[src/design/waveform_peak_envelope_top_defines.svh]
// Assertion macros used by the waveform peak envelope top module.
`ifndef WAVEFORM_PEAK_ENVELOPE_TOP_DEFINES_SVH
`define WAVEFORM_PEAK_ENVELOPE_TOP_DEFINES_SVH

// Same-cycle implication, checked on aclk outside of reset.
`define WPE_ASSERT_NOW(label, ante, cons) \
    label: assert property (@(posedge aclk) disable iff (!aresetn) (ante) |-> (cons)) \
        else $error("Same-cycle check failed.");

// Next-cycle implication, checked on aclk outside of reset.
`define WPE_ASSERT_NEXT(label, ante, cons) \
    label: assert property (@(posedge aclk) disable iff (!aresetn) (ante) |=> (cons)) \
        else $error("Next-cycle check failed.");

`endif

[src/design/wpe_pkg.sv]
// Constants and codes for the waveform peak envelope decimator.
package wpe_pkg;

    localparam int SPP_BITS   = 21;
    localparam int CHUNK_BITS = 16;
    localparam int SCALE_BITS = 8;
    localparam int PEAK_BITS  = 8;
    localparam int NORM_BITS  = 16;
    localparam int CFG_BITS   = 21;
    localparam int NSLOT      = 3;

    localparam logic [SPP_BITS-1:0]   SPP_RESET   = 21'd64;
    localparam logic [CHUNK_BITS-1:0] CHUNK_RESET = 16'd10000;
    localparam logic [SCALE_BITS-1:0] SCALE_RESET = 8'd120;

    typedef enum logic [1:0] {
        CFG_SAMPLES_PER_POINT = 2'd0,
        CFG_CHUNK_SIZE        = 2'd1,
        CFG_PEAK_SCALE        = 2'd2
    } cfg_index_t;

    typedef enum logic {
        KIND_PAIR = 1'b0,
        KIND_NORM = 1'b1
    } kind_t;

    // Positions in the per-transaction result mask, in emission order.
    localparam int SLOT_PAIR  = 0;
    localparam int SLOT_NORM  = 1;
    localparam int SLOT_FLUSH = 2;

endpackage

[src/design/waveform_peak_envelope_top.sv]
// Min/max peak envelope decimator with chunked max-abs tracking, single module.
//
// Each accepted sample transaction updates the running peaks and counters in the
// cycle it is taken and produces zero to three result transactions: a peak pair
// at a point boundary, a max-abs value at a chunk boundary, and a flush pair on
// a final sample. One sample is accepted per cycle while m_ready is high and each
// causes at most one result; the result stage emits one result per cycle while
// m_ready is high, until all results of a sample are taken. Data passes the
// state update and then scaling multiplier registers. The configuration port
// is always ready; the user must write it only while idle; no check enforces it.
`include "waveform_peak_envelope_top_defines.svh"

module waveform_peak_envelope_top #(
    parameter int SAMPLE_BITS = 16
) (
    input  logic                              aclk,
    input  logic                              aresetn,
    input  logic                              cfg_valid,
    output logic                              cfg_ready,
    input  logic [1:0]                        cfg_index,
    input  logic [wpe_pkg::CFG_BITS-1:0]      cfg_data,
    input  logic                              s_valid,
    output logic                              s_ready,
    input  logic signed [SAMPLE_BITS-1:0]     s_sample,
    input  logic                              s_is_final,
    output logic                              m_valid,
    input  logic                              m_ready,
    output logic                              m_kind,
    output logic [wpe_pkg::PEAK_BITS-1:0]     m_upper_peak,
    output logic [wpe_pkg::PEAK_BITS-1:0]     m_lower_peak,
    output logic [wpe_pkg::NORM_BITS-1:0]     m_norm_value,
    output logic                              m_last
);
    import wpe_pkg::*;

    localparam int SB = SAMPLE_BITS;
    localparam int PW = SB + SCALE_BITS;
    localparam int NW = (SB > NORM_BITS) ? SB : NORM_BITS;

    logic [SPP_BITS-1:0]   samples_per_point_reg;
    logic [CHUNK_BITS-1:0] chunk_size_reg;
    logic [SCALE_BITS-1:0] peak_scale_reg;

    logic signed [SB-1:0]  running_max_reg, running_max_next;
    logic signed [SB-1:0]  running_min_reg, running_min_next;
    logic [SPP_BITS-1:0]   point_count_reg, point_count_next;
    logic [SB-1:0]         chunk_max_abs_reg, chunk_max_abs_next;
    logic [CHUNK_BITS-1:0] chunk_count_reg, chunk_count_next;

    logic                  s1_valid_reg, s1_valid_next;
    logic [NSLOT-1:0]      s1_mask_reg, s1_mask_next;
    logic [SB-1:0]         s1_max_reg, s1_max_next;
    logic [SB-1:0]         s1_negmin_reg, s1_negmin_next;
    logic [NORM_BITS-1:0]  s1_norm_reg, s1_norm_next;

    logic [NSLOT-1:0]      s2_mask_reg, s2_mask_next;
    logic [PEAK_BITS-1:0]  s2_upper_reg, s2_upper_next;
    logic [PEAK_BITS-1:0]  s2_lower_reg, s2_lower_next;
    logic [NORM_BITS-1:0]  s2_norm_reg, s2_norm_next;
    logic                  s2_flush_zero_reg, s2_flush_zero_next;

    logic                  in_fire;
    logic                  out_fire;
    logic                  s2_free;
    logic [SB-1:0]         sample_u;
    logic [SB-1:0]         mag;
    logic [SB-1:0]         abs_max_upd;
    logic signed [SB-1:0]  max_upd;
    logic signed [SB-1:0]  min_upd;
    logic [SPP_BITS-1:0]   pc_inc;
    logic                  boundary;
    logic                  chunk_hit;
    logic [NW-1:0]         norm_ext;
    logic [PW-1:0]         prod_up;
    logic [PW-1:0]         prod_lo;
    logic [NSLOT-1:0]      first_bit;
    logic [NSLOT-1:0]      s2_mask_m1;

    assign cfg_ready = 1'b1;

    always_ff @(posedge aclk) begin
        if (!aresetn) begin
            samples_per_point_reg <= SPP_RESET;
            chunk_size_reg        <= CHUNK_RESET;
            peak_scale_reg        <= SCALE_RESET;
        end else if (cfg_valid) begin
            case (cfg_index)
                CFG_SAMPLES_PER_POINT: samples_per_point_reg <= cfg_data;
                CFG_CHUNK_SIZE:        chunk_size_reg <= cfg_data[CHUNK_BITS-1:0];
                CFG_PEAK_SCALE:        peak_scale_reg <= cfg_data[SCALE_BITS-1:0];
                default: ;
            endcase
        end
    end

    assign in_fire  = s_valid && s_ready;
    assign out_fire = m_valid && m_ready;

    assign sample_u    = s_sample;
    assign mag         = sample_u[SB-1] ? (~sample_u + {{(SB-1){1'b0}}, 1'b1}) : sample_u;
    assign abs_max_upd = (mag > chunk_max_abs_reg) ? mag : chunk_max_abs_reg;
    assign max_upd     = (s_sample > running_max_reg) ? s_sample : running_max_reg;
    assign min_upd     = (s_sample < running_min_reg) ? s_sample : running_min_reg;
    assign pc_inc      = point_count_reg + {{(SPP_BITS-1){1'b0}}, 1'b1};
    assign boundary    = (pc_inc >= samples_per_point_reg) || (pc_inc == '0);
    assign chunk_hit   = (chunk_count_reg == chunk_size_reg);
    assign norm_ext    = NW'(abs_max_upd);

    always_comb begin
        running_max_next   = running_max_reg;
        running_min_next   = running_min_reg;
        point_count_next   = point_count_reg;
        chunk_max_abs_next = chunk_max_abs_reg;
        chunk_count_next   = chunk_count_reg;
        if (in_fire) begin
            running_max_next   = (boundary || s_is_final) ? '0 : max_upd;
            running_min_next   = (boundary || s_is_final) ? '0 : min_upd;
            point_count_next   = (boundary || s_is_final) ? '0 : pc_inc;
            chunk_max_abs_next = (chunk_hit || s_is_final) ? '0 : abs_max_upd;
            if (s_is_final) begin
                chunk_count_next = '0;
            end else if (chunk_hit) begin
                chunk_count_next = {{(CHUNK_BITS-1){1'b0}}, 1'b1};
            end else begin
                chunk_count_next = chunk_count_reg + {{(CHUNK_BITS-1){1'b0}}, 1'b1};
            end
        end
    end

    assign s2_mask_m1 = s2_mask_reg - {{(NSLOT-1){1'b0}}, 1'b1};
    assign first_bit  = s2_mask_reg & ~s2_mask_m1;
    assign s2_free    = (s2_mask_reg == '0) || (m_ready && (s2_mask_reg == first_bit));
    assign s_ready    = !s1_valid_reg || s2_free;

    always_comb begin
        s1_valid_next  = s1_valid_reg;
        s1_mask_next   = s1_mask_reg;
        s1_max_next    = s1_max_reg;
        s1_negmin_next = s1_negmin_reg;
        s1_norm_next   = s1_norm_reg;
        if (in_fire) begin
            s1_mask_next[SLOT_PAIR]  = boundary;
            s1_mask_next[SLOT_NORM]  = chunk_hit;
            s1_mask_next[SLOT_FLUSH] = s_is_final;
            s1_valid_next  = boundary || chunk_hit || s_is_final;
            s1_max_next    = max_upd;
            s1_negmin_next = ~min_upd + {{(SB-1){1'b0}}, 1'b1};
            s1_norm_next   = norm_ext[NORM_BITS-1:0];
        end else if (s2_free) begin
            s1_valid_next = 1'b0;
        end
    end

    assign prod_up = PW'(s1_max_reg) * PW'(peak_scale_reg);
    assign prod_lo = PW'(s1_negmin_reg) * PW'(peak_scale_reg);

    always_comb begin
        s2_mask_next       = s2_mask_reg;
        s2_upper_next      = s2_upper_reg;
        s2_lower_next      = s2_lower_reg;
        s2_norm_next       = s2_norm_reg;
        s2_flush_zero_next = s2_flush_zero_reg;
        if (s1_valid_reg && s2_free) begin
            s2_mask_next       = s1_mask_reg;
            s2_upper_next      = prod_up[SB+PEAK_BITS-2:SB-1];
            s2_lower_next      = prod_lo[SB+PEAK_BITS-2:SB-1];
            s2_norm_next       = s1_norm_reg;
            s2_flush_zero_next = s1_mask_reg[SLOT_PAIR];
        end else if (out_fire) begin
            s2_mask_next = s2_mask_reg & ~first_bit;
        end
    end

    always_ff @(posedge aclk) begin
        if (!aresetn) begin
            running_max_reg   <= '0;
            running_min_reg   <= '0;
            point_count_reg   <= '0;
            chunk_max_abs_reg <= '0;
            chunk_count_reg   <= '0;
            s1_valid_reg      <= 1'b0;
            s2_mask_reg       <= '0;
        end else begin
            running_max_reg   <= running_max_next;
            running_min_reg   <= running_min_next;
            point_count_reg   <= point_count_next;
            chunk_max_abs_reg <= chunk_max_abs_next;
            chunk_count_reg   <= chunk_count_next;
            s1_valid_reg      <= s1_valid_next;
            s2_mask_reg       <= s2_mask_next;
        end
    end

    always_ff @(posedge aclk) begin
        s1_mask_reg       <= s1_mask_next;
        s1_max_reg        <= s1_max_next;
        s1_negmin_reg     <= s1_negmin_next;
        s1_norm_reg       <= s1_norm_next;
        s2_upper_reg      <= s2_upper_next;
        s2_lower_reg      <= s2_lower_next;
        s2_norm_reg       <= s2_norm_next;
        s2_flush_zero_reg <= s2_flush_zero_next;
    end

    always_comb begin
        m_valid      = (s2_mask_reg != '0);
        m_last       = (s2_mask_reg == first_bit);
        m_kind       = KIND_PAIR;
        m_upper_peak = '0;
        m_lower_peak = '0;
        m_norm_value = '0;
        if (first_bit[SLOT_PAIR]) begin
            m_upper_peak = s2_upper_reg;
            m_lower_peak = s2_lower_reg;
        end else if (first_bit[SLOT_NORM]) begin
            m_kind       = KIND_NORM;
            m_norm_value = s2_norm_reg;
        end else if (first_bit[SLOT_FLUSH] && !s2_flush_zero_reg) begin
            m_upper_peak = s2_upper_reg;
            m_lower_peak = s2_lower_reg;
        end
    end

    `WPE_ASSERT_NEXT(a_final_clears_state, in_fire && s_is_final,
        point_count_reg == '0 && chunk_count_reg == '0 &&
        running_max_reg == '0 && running_min_reg == '0)
    `WPE_ASSERT_NOW(a_peak_signs, 1'b1,
        !running_max_reg[SB-1] && (running_min_reg[SB-1] || running_min_reg == '0))
    `WPE_ASSERT_NOW(a_stage_not_empty, s1_valid_reg, s1_mask_reg != '0)
    `WPE_ASSERT_NEXT(a_stall_holds_stage, s1_valid_reg && !s_ready,
        s1_valid_reg && $stable(s1_mask_reg) && $stable(s1_max_reg))

endmodule

[config.mk]
export PLATFORM = sky130hd
export DESIGN_NAME = waveform_peak_envelope_top
export DESIGN_NICKNAME = d
export VERILOG_FILES = /design/src/design/wpe_pkg.sv /design/src/design/waveform_peak_envelope_top.sv
export VERILOG_INCLUDE_DIRS = /design/src /design/src/design
export SDC_FILE = /design/constraint.sdc
export NUM_CORES = 1
export LEC_CHECK = 0
export BUFFER_PORTS_ARGS = -buffer_cell sky130_fd_sc_hd__buf_4
export CAP_MARGIN = 25
export CORE_MARGIN = 3
export CORE_UTILIZATION = 45
export DETAILED_ROUTE_END_ITERATION = 8
export PLACE_DENSITY = 0.72
export SLEW_MARGIN = 15
export SYNTH_ARGS = -nofsm -noshare
export SYNTH_HDL_FRONTEND = slang
export SYNTH_SLANG_ARGS = --single-unit
[constraint.sdc]
create_clock -name aclk -period 6.9 [get_ports aclk]
set_input_delay 1.035 -clock aclk [delete_from_list [all_inputs] [get_ports aclk]]
set_output_delay 1.035 -clock aclk [all_outputs]
set_load 0.01 [all_outputs]
==> results.md, run 1 <==
* Run status: finished clean
* FMAX at 188 MHz
* PwrDens at 280 nW/um^2
* Post_cts resized at 0
* Drt wl/cell at approximately 17 um
* Critical Path RT at 7.19 ns
* Synth Cell Area at between 15000 and 20000 sq um
* Die area at 43200 sq um
* I/O Buffers at 80
* Vias in the first global route at 14.5k
* Most frequent cells in the layout: 262 x nand2_1, 248 x inv_1, 219 x and2_1
* CTS Hold Buffers Added at 0
* Post-layout nets at 2407
* Worst Hold Class: reg2reg
* Longest Clk Path Bufs at 3
* Antenna viol nets, final at 0
* Synth Area in Adders at 0.282
* Placed Instances at 2539
* Largest family of logic cells by synthesized area: adder cells
* Initial antenna violation count at 0
* Root buffer cell: clkbuf_16
* Worst Setup End Kind: flip-flop
* WL met2 at approximately 21000 um
* Routability cong. at roughly 0.93
* Row count at 73
* Avg Inst Size Synth at roughly 9.1 sq um
* Setup violations, final at 0
* ANT cells at 0
* Worst reg2reg path depth at 16
* Die Wd at about 210 um
* Final hold slack at 0.420 ns
* CP Max Fanout at 20
* Post-CTS Repair Setup Buffers at 0
* Global-route wire length before repair at 72500 um
* Design area at 20300 sq um
* Tightest Pin Transition at 1.08 ns
* Final hold vios at 0
* Setup slack after layout at 1.57 ns
* Skew-Pair Late Insertion Delay at 0.55 ns
* TritonCTS Buffers at 25
* Core Util, Final at 0.508
* WL met1 at approximately 19000 um
* Layout cells sized above 1 at 0.0828
* CTS tree: built
* Max_slew headroom at 0.276
* IO Count at 82
* Dpl hpwl at 32400 um
* GRT overflow at 0
* Hold depth at 0
* TritonRoute pass-1 iters at 6
* Final period utilization at 0.773
* Area delta synth->final at 10.9%
* Synth Area in Compound Gates at 0.101
* Met3 WL at 2560 um
* Worst VDD drop at 0.000191 V
* Drt total wl at approximately 43000 um
* Total GRT Usage at 0.199
* RSZ-0062 raised after global routing: no
* Mux share of post-synthesis cell area at 0.00956
* CTS sink cnt at 218
* Cells after Synth at around 2.0k
* Top FF cell, synth: dfxtp_1
* DR top layer: met4
* Synth Area in Simple Gates at 0.204
* Iter 0 DRT Violations at 826
* Setup Crit Path Kind: reg2reg
* Final Critical Period at 5.33 ns
* Max Cap Viol at 0
* Clock slew at reported path FFs at 0.06 ns
* DIE HEIGHT at just over 200 um
* CP Launch Type: flip-flop
* Core area at 40000 sq um
* FFs w/ async S/R, synth at 0
* Post-route insts no fill at 2591
* Vias per inst at 5.38
* Post-synthesis register bit count at 218
* Number of flops mapped to enable cells by yosys at 84
* Xor-xnor portion of the synthesized cell area at 0.0488
* TNS Setup at 0 ns
* CP arrival at 5.62 ns
* Max-slew violation count at 0
* Fin Clk Skew at approximately 0.022 ns
* Synth Net Count at around 2.4k
* Post-synthesis sequential area ratio at 0.284
* Via count at 13.9k
* Cell variety after synth at slightly below 70
* Design Power at 5.70 mW
* Starting density of the core at 0.458
* Placed Area at around 19000 sq um
* Dpl ws at 1.29 ns
* DRC violations left at 0
* Largest net degree at the start of global routing at 66
* Max H-tree Level at 1
* Ys Warns at 0
* Leak at 8.84 nW
* Commonest non-fill, non-tap cell in the layout: nand2_1
## cell families (layout without fill, tap and decap cells)
group,Yosys count,after routing
DFF,218,218
buffers and inverters,338,397
AOI/OAI and AO/OA,282,282
xor gates and xnor gates,102,102
adders and majority gates,314,314
other,1,1
and+or+nand+nor,735,735
muxes,17,17
## final timing paths
| check | startpoint | end | slack (ns) |
|---|---|---|---|
| max | peak_scale_reg[7] | s2_lower_reg[5] | 1.57 |
| min | s1_norm_reg[10] | s2_norm_reg[10] | 0.42 |
| max reg2reg | peak_scale_reg[7] | s2_lower_reg[5] | 1.57 |
| min reg2reg | s1_norm_reg[10] | s2_norm_reg[10] | 0.42 |
## per-layer routing
layer	vias to the layer above	global-route usage
met4	0	0.0525
met1	6799	0.262
met5	-	0
li1	6676	-
met2	378	0.341
met3	74	0.0339
## worst max-delay path: stages (launching register included)
cell      delay, ns
dfxtp_1        0.61
buf_6          0.25
and2_1         0.17
fa_1           0.42
fa_1           0.53
fa_1           0.57
inv_1          0.06
fa_1           0.54
inv_1          0.04
ha_1           0.20
a2111o_1       0.43
a31o_2         0.27
a211o_1        0.31
a31o_2         0.27
nand2_1        0.08
a21oi_1        0.08
o31a_1         0.24
## report_power, final
group	total [mW]	switching, mW	leakage (nW)	internal (mW)
clock	1.32	0.548	0.399	0.776
sequential	1.64	0.0895	1.90	1.55
combinational	2.73	1.53	6.54	1.20
## cell usage after synthesis, types with 6 or more instances
| library cell | count | area share |
|---|---|---|
| and2_1 | 219 | 0.075 |
| nor4_1 | 12 | 0.0041 |
| edfxtp_1 | 84 | 0.14 |
| inv_1 | 249 | 0.051 |
| o32ai_1 | 15 | 0.0072 |
| a22o_1 | 33 | 0.016 |
| nand4_1 | 32 | 0.011 |
| nand2_1 | 262 | 0.054 |
| fa_1 | 164 | 0.18 |
| and3_1 | 10 | 0.0034 |
| ha_1 | 150 | 0.10 |
| buf_2 | 8 | 0.0022 |
| o21ai_0 | 44 | 0.012 |
| clkbuf_1 | 74 | 0.015 |
| o211ai_1 | 10 | 0.0041 |
| nor3_1 | 18 | 0.0049 |
| xnor2_1 | 66 | 0.032 |
| a21oi_1 | 107 | 0.029 |
| or4_1 | 6 | 0.0025 |
| or3_1 | 11 | 0.0038 |
| nor2b_1 | 24 | 0.0082 |
| nor2_1 | 81 | 0.017 |
| mux2i_1 | 13 | 0.0071 |
| nand2b_1 | 7 | 0.0024 |
| dfxtp_1 | 134 | 0.15 |
| nand3_1 | 27 | 0.0074 |
| o31ai_1 | 7 | 0.0029 |
| xor2_1 | 36 | 0.017 |
| a21o_1 | 22 | 0.0090 |
## cell type report
type	count	area, sq um
clock buffer	32	682
clock inverter	13	133
fill	3621	19700
inverter	250	938
multi-input combinational	1451	11900
sequential	218	5200
tap	525	657
timing repair buffer	102	832
(Power assumes the default switching activity.)
==> run 2, diff against run 1 <==
Settings changed: ABC_AREA from default to 1.
Clock period 6.9 ns to 5 ns, I/O delays scaled along.
==> run 2 against run 1 <==
Register-to-register slack worse by 1.2 ns. Non-clock buffer count increased by 3. Sequential power grew 41%. Clock power increased by 42%. Highest routed layer unchanged. Sequential share of layout area shrank 1.3 points. Maximum frequency increased by 16%. Wire length rose by 11%. Flip-flop and latch count did not move. Area after synthesis increased by 6.8%. Cell count rose by 26%. Largest power group unchanged. Largest cell class unchanged. First-iteration DRC count grew 48%.
==> results.md, run 2 <==
* Area delta synth->final at 9.45%
* I/O Buffers at 80 (unchanged)
* Post-synthesis sequential area ratio at 0.266 (-0.0182)
* Core area at 42400 sq um (+6.0%)
* Die Wd at 215 um (+3.3%)
* IO Count at 82 (unchanged)
* CP arrival at 4.92 ns (-0.70 ns)
* Via count at 16.4k (+18%)
* Iter 0 DRT Violations at 1222 (+48%)
* TNS Setup at 0 ns (unchanged)
* Setup Crit Path Kind: reg2reg
* Post-layout nets at 3024 (+26%)
* Top FF cell, synth: dfxtp_1
* Critical path's slowest cell: edfxtp_1
* Run status: finished clean
* Most common cell in the synthesized netlist: nand2_1
* Cell variety after synth at 48 (-30%)
* CP Buf/Inv Count at 3 (unchanged)
* Die area at 46000 sq um (+6.6%)
* Post-synth top area cell: fa_1
* CTS sink cnt at 218 (unchanged)
* CTS Hold Buffers Added at 0 (unchanged)
* Commonest non-fill, non-tap cell in the layout: nand2_1
* Max_slew headroom at 0.401 (+0.125)
* Net switching power at 4.19 mW (+93%)
* Final hold vios at 0 (unchanged)
* Ys Warns at 0 (unchanged)
* Global-route wire length before repair at 80000 um (+10%)
* Worst VDD drop at 0.000365 V (+91%)
* CP top delay family: adder cells
* CTS tree: built
* Sequential Power Share at 0.244 (-0.044)
* CP Launch Type: flip-flop
* Dpl hpwl at 36500 um (+13%)
* CP Cell Sequence: nand2_1 > inv_1 > fa_1 > fa_1 > fa_1 > inv_1 > fa_1 > inv_1 > ha_1 > a21oi_1 > o21ai_0 > a211oi_1 > nand2_1 > nand2_1 > nand3_1 > nand2_1 > nand2_1 > xor2_1
* Row count at 75 (+2.7%)
* Leak at 11.3 nW (+28%)
* Power Internal at 5.29 mW (+50%)
* Antenna viol nets, final at 0 (unchanged)
* Most frequent cells in the layout: 666 x nand2_1, 591 x inv_1, 171 x a21oi_1
* PwrDens at 442 nW/um^2 (+58%)
* DIE HEIGHT at 215 um (+3.3%)
* Worst Hold Class: in2reg
* Comb power frac at 0.559 (+0.080)
* Post_cts resized at 0 (unchanged)
* Total GRT Usage at 0.206 (+0.00719)
* Initial antenna violation count at 0 (unchanged)
* ANT cells at 0 (unchanged)
* Post-synthesis register bit count at 218 (unchanged)
* Final period utilization at 0.923 (+0.150)
* Final Critical Period at 4.62 ns (-0.716 ns)
* Setup violations, final at 0 (unchanged)
* Most frequent CP cell: nand2_1
* Layout cells sized above 1 at 0.0648 (-0.0179)
* Synth Net Count at 3004 (+27%)
* Core Util, Final at 0.505 (-0.00290)
* Setup slack after layout at 0.383 ns (-1.18 ns)
* Avg Inst Size Synth at 7.40 sq um (-19%)
* Largest net degree at the start of global routing at 70 (+6.1%)
* Cells after Synth at 2645 (+32%)
* Synth top area share at 0.168 (-0.0115)
* Largest stage delay on the critical path at 0.55 ns (-0.06 ns)
* Top cells by count, synth: 666 x nand2_1, 592 x inv_1, 171 x a21oi_1, 164 x fa_1
* Post-CTS Repair Setup Buffers at 0 (unchanged)
* Worst Setup End Kind: flip-flop
* Vias in the first global route at 16.6k (+14%)
* Fin Clk Skew at 0.0107 ns (-0.0113 ns)
* Tightest Pin Transition at 0.897 ns (-0.187 ns)
* Dpl ws at 0.211 ns (-1.08 ns)
* Synth Cell Area at 19600 sq um (+6.8%)
* Max H-tree Level at 1 (unchanged)
* Starting density of the core at 0.462 (+0.00351)
* FMAX at 217 MHz (+16%)
* Final hold slack at 0.412 ns (-0.00752 ns)
* Drt total wl at 47500 um (+11%)
* Sw Ratio at 0.442 (+0.0617)
* FFs w/ async S/R, synth at 0 (unchanged)
* Max-slew violation count at 0 (unchanged)
* Number of flops mapped to enable cells by yosys at 84 (unchanged)
* Longest Clk Path Bufs at 3 (unchanged)
* Drt wl/cell at 14.6 um (-12%)
* CP Max Fanout at 8 (-60%)
* Clock slew at reported path FFs at 0.06 ns (about the same)
* Clk pwr share at 0.197 (-0.035)
* Skew-Pair Late Insertion Delay at 0.56 ns (about the same)
* Top cells by area, synth: fa_1 17%, dfxtp_1 14%, edfxtp_1 13%
* Max Cap Viol at 0 (unchanged)
* TritonRoute pass-1 iters at 7 (+1)
* GRT overflow at 0 (unchanged)
* RSZ-0062 raised after global routing: no
* TritonCTS Buffers at 25 (unchanged)
* Root buffer cell: clkbuf_16
* Routability cong. at 0.935 (+0.79%)
* DRC violations left at 0 (unchanged)
* Vias per inst at 5.03 (-6.4%)
* Critical Path RT at 5.30 ns (-1.89 ns)
==> run 2: final cells by class <==
type | count | area [sq um]
fill | 4099 | 21000
multi-input combinational | 1717 | 11600
sequential | 218 | 5210
inverter | 598 | 2240
timing repair buffer | 105 | 796
tap | 577 | 722
clock buffer | 34 | 691
clock inverter | 12 | 136
==> run 2: power groups by stage <==
stage	registers, mW	clock network, mW	logic [mW]
after floorplan	2.24	0	4.16
after global placement	2.34	0	5.11
after CTS	2.31	1.91	5.32
after global routing	2.33	1.99	6.20
final	2.31	1.87	5.30
after detailed placement	2.35	0	5.29
==> run 2: metal layers <==
layer / up-vias / track usage / share of wire
met5: - / 0 / 0
met4: 0 / 0.0612 / 0.027
met3: 88 / 0.0343 / 0.063
met2: 473 / 0.345 / 0.46
met1: 7711 / 0.276 / 0.45
li1: 8132 / - / -
==> run 2: through the flow <==
stage,instance area (sq um),total power [mW],instances
2_1_floorplan,19600,6.39,2645
3_3_place_gp,20600,7.45,3214
3_5_place_dp,20600,7.63,3214
4_1_cts,21400,9.54,3260
5_1_grt,21400,10.5,3261
6_report,21400,9.48,3261
==> run 2: kinds of logic after synthesis <==
kind of cell,Yosys count,synth area share
fa+ha+maj,314,0.264
compound gates,303,0.0817
flops,218,0.266
xor+xnor,66,0.0295
other cells,1,0.000192
buf+inv,710,0.141
simple gates,1033,0.218
==> run 2: final timing paths <==
| check | slack [ns] | endpoint | cells past startpoint | startpoint |
|---|---|---|---|---|
| max | 0.38 | s2_upper_reg[5] | 18 | s1_max_reg[3] |
| min | 0.41 | s1_mask_reg[2] | 1 | s_is_final |
| max reg2reg | 0.38 | s2_upper_reg[5] | 18 | s1_max_reg[3] |
| min reg2reg | 0.42 | s2_norm_reg[8] | 0 | s1_norm_reg[8] |
==> run 3, diff against run 2 <==
Settings changed: SETUP_SLACK_MARGIN from default to 0.5.
==> run 3 against run 2 <==
Power is 10% higher. Clock skew hardly changed. Register-to-register slack better by 0.15 ns. Flip-flop and latch count stayed put. Critical path depth stayed put. Sequential share of layout area is 0.95 points lower. Critical endpoint is now s2_upper_reg[4]. Count of clock-buffer cells in the layout stayed put. Highest routed layer unchanged. Largest cell class unchanged. Wire length is 5.1% higher. Die area stayed put. Sequential power hardly changed.
==> results.md, run 3 (synthesis gave the netlist of run 2 again) <==
* Final Critical Period at 4.47 ns (-0.145 ns)
* Vias per inst at 5.07 (+0.71%)
* RSZ-0062 raised after global routing: yes
* Vias in the first global route at 16.6k (+0.31%)
* TritonCTS Buffers at 25 (unchanged)
* Max Cap Viol at 0 (unchanged)
* FF-to-FF End: s2_upper_reg[4]
* Critical path startpoint: s1_max_reg[7]
* Worst VDD drop at 0.000420 V (+15%)
* Critical Path RT at 5.30 ns (about the same)
* Root buffer cell: clkbuf_16
* Placed Area at 20600 sq um (unchanged)
* Layout cells sized above 1 at 0.107 (+0.0421)
* Final period utilization at 0.894 (-0.0291)
* I/O Buffers at 80 (unchanged)
* R2r startpoint: s1_max_reg[7]
* CTS sink cnt at 218 (unchanged)
* Skew-Pair Late Insertion Delay at 0.56 ns (about the same)
* Drt total wl at 49900 um (+5.1%)
* Most frequent cells in the layout: 660 x nand2_1, 587 x inv_1, 170 x buf_4
* Worst Setup End Kind: flip-flop
* Worst reg2reg path depth at 18 (unchanged)
* Core area at 42400 sq um (unchanged)
* Clock slew at reported path FFs at 0.06 ns (about the same)
* Starting density of the core at 0.462 (unchanged)
* CP arrival at 4.77 ns (-0.15 ns)
* Design area at 22400 sq um (+4.4%)
* Dpl hpwl at 36500 um (unchanged)
* Seq. cell area at 5230 sq um (+0.29%)
* Drt wl/cell at 15.0 um (+2.8%)
* TritonRoute pass-1 iters at 5 (-2)
* Global-route wire length before repair at 80100 um (+0.19%)
* Critical Path End: s2_upper_reg[4]
* Die area at 46000 sq um (unchanged)
* Final hold vios at 0 (unchanged)
* TNS Setup at 0 ns (unchanged)
* Leak at 11.7 nW (+3.5%)
* GRT overflow at 0 (unchanged)
* Largest net degree at the start of global routing at 70 (unchanged)
* Core Util, Final at 0.527 (+0.0221)
* Setup slack after layout at 0.529 ns (+0.145 ns)
* Setup Crit Path Kind: reg2reg
* Commonest non-fill, non-tap cell in the layout: nand2_1
* Area delta synth->final at 14.2%
* Post-layout nets at 3098 (+2.4%)
* Setup violations, final at 0 (unchanged)
* Dpl ws at 0.211 ns (unchanged)
* ANT cells at 0 (unchanged)
* Die Wd at 215 um (unchanged)
* IO Count at 82 (unchanged)
* Longest Clk Path Bufs at 3 (unchanged)
* DIE HEIGHT at 215 um (unchanged)
* Routability cong. at 0.935 (unchanged)
* Iter 0 DRT Violations at 1355 (+11%)
* DRC violations left at 0 (unchanged)
* Initial antenna violation count at 0 (unchanged)
* R2R Setup Slk at 0.53 ns (+0.15 ns)
* Run status: finished clean
* Antenna viol nets, final at 0 (unchanged)
* Area of the multi-input gates at 11900 sq um (+2.6%)
* Row count at 75 (unchanged)
* Total GRT Usage at 0.207 (+0.000425)
* Max_slew headroom at 0.412 (+0.0108)
* Tightest Pin Transition at 0.881 ns (-0.0161 ns)
* Worst Hold Class: in2reg
* PwrDens at 467 nW/um^2 (+5.7%)
* Fin Clk Skew at 0.0111 ns (+0.000450 ns)
* Max H-tree Level at 1 (unchanged)
* Fillers at 3953 (-3.6%)
* CP Launch Type: flip-flop
* Max-slew violation count at 0 (unchanged)
* FMAX at 224 MHz (+3.2%)
* CTS tree: built
* Design Power at 10.5 mW (+10%)
* Via count at 16.9k (+3.0%)
* CP Max Fanout at 5 (-3)
-- run 3: cell types whose count changed in the layout (fill, tap and decap cells not counted), sizes merged --
cell and change:
buf +74
-- run 3: how the worst min path moves through the flow --
stage                         startpoint        endpoint  depth (start not counted)
final                         s_is_final  s1_mask_reg[2]                          1
after global routing          s_is_final  s1_mask_reg[2]                          1
after CTS                     s_is_final  s1_mask_reg[2]                          1
after detailed placement  s1_norm_reg[5]  s2_norm_reg[5]                          0
after global placement    s1_norm_reg[2]  s2_norm_reg[2]                          0
after floorplan           s1_norm_reg[0]  s2_norm_reg[0]                          0
-- run 3: layout make-up --
class                           instances  share of cell area
Multi-Input combinational cell       1717               0.533
Sequential cell                       218               0.234
Inverter                              598               0.100
Timing Repair Buffer                  179              0.0633
Tap cell                              577              0.0323
Clock buffer                           34              0.0309
Clock inverter                         12             0.00610
-- run 3: where the power goes --
| group | total [mW] | switching (mW) | internal, mW |
|---|---|---|---|
| Clock | 1.87 | 0.789 | 1.08 |
| Sequential | 2.28 | 0.121 | 2.16 |
| Combinational | 6.30 | 3.72 | 2.58 |
| Total | 10.5 | 4.63 | 5.82 |
-- run 3: worst max-delay path, cell delays in order (launching register included) --
cell      delay (ns)
edfxtp_1        0.48
buf_4           0.19
nand2_1         0.07
inv_1           0.06
fa_1            0.58
fa_1            0.45
fa_1            0.50
inv_1           0.05
fa_1            0.47
inv_1           0.06
ha_4            0.26
a21oi_1         0.23
o21ai_1         0.11
a21o_1          0.21
o21bai_1        0.13
nand2_1         0.10
nand2_1         0.08
nand2_1         0.06
xor2_1          0.14
-- run 3: timing repair --
item | 4_1_cts | 5_1_grt
hold buffers | 0 | 0
setup endpoints to repair | 16 | 15
gates cloned | 0 | 0
gates resized for setup | 15 | 68
pin swaps | 0 | 40
buffers inserted | 14 | 60
-- run 3: through the flow --
step / std cells / hold WS (ns)
after floorplan: 2645 / 0.400
after global placement: 3214 / 0.408
after detailed placement: 3214 / 0.405
after CTS: 3274 / 0.387
after global routing: 3335 / 0.395
final: 3335 / 0.414
-- run 3: layer usage --
metal | up-vias | GRT usage | wire length, um
li1 | 8287 | - | -
met3 | 112 | 0.0327 | 3150
met1 | 7962 | 0.277 | 21800
met4 | 0 | 0.0634 | 1620
met5 | - | 0 | 0
met2 | 535 | 0.345 | 23300
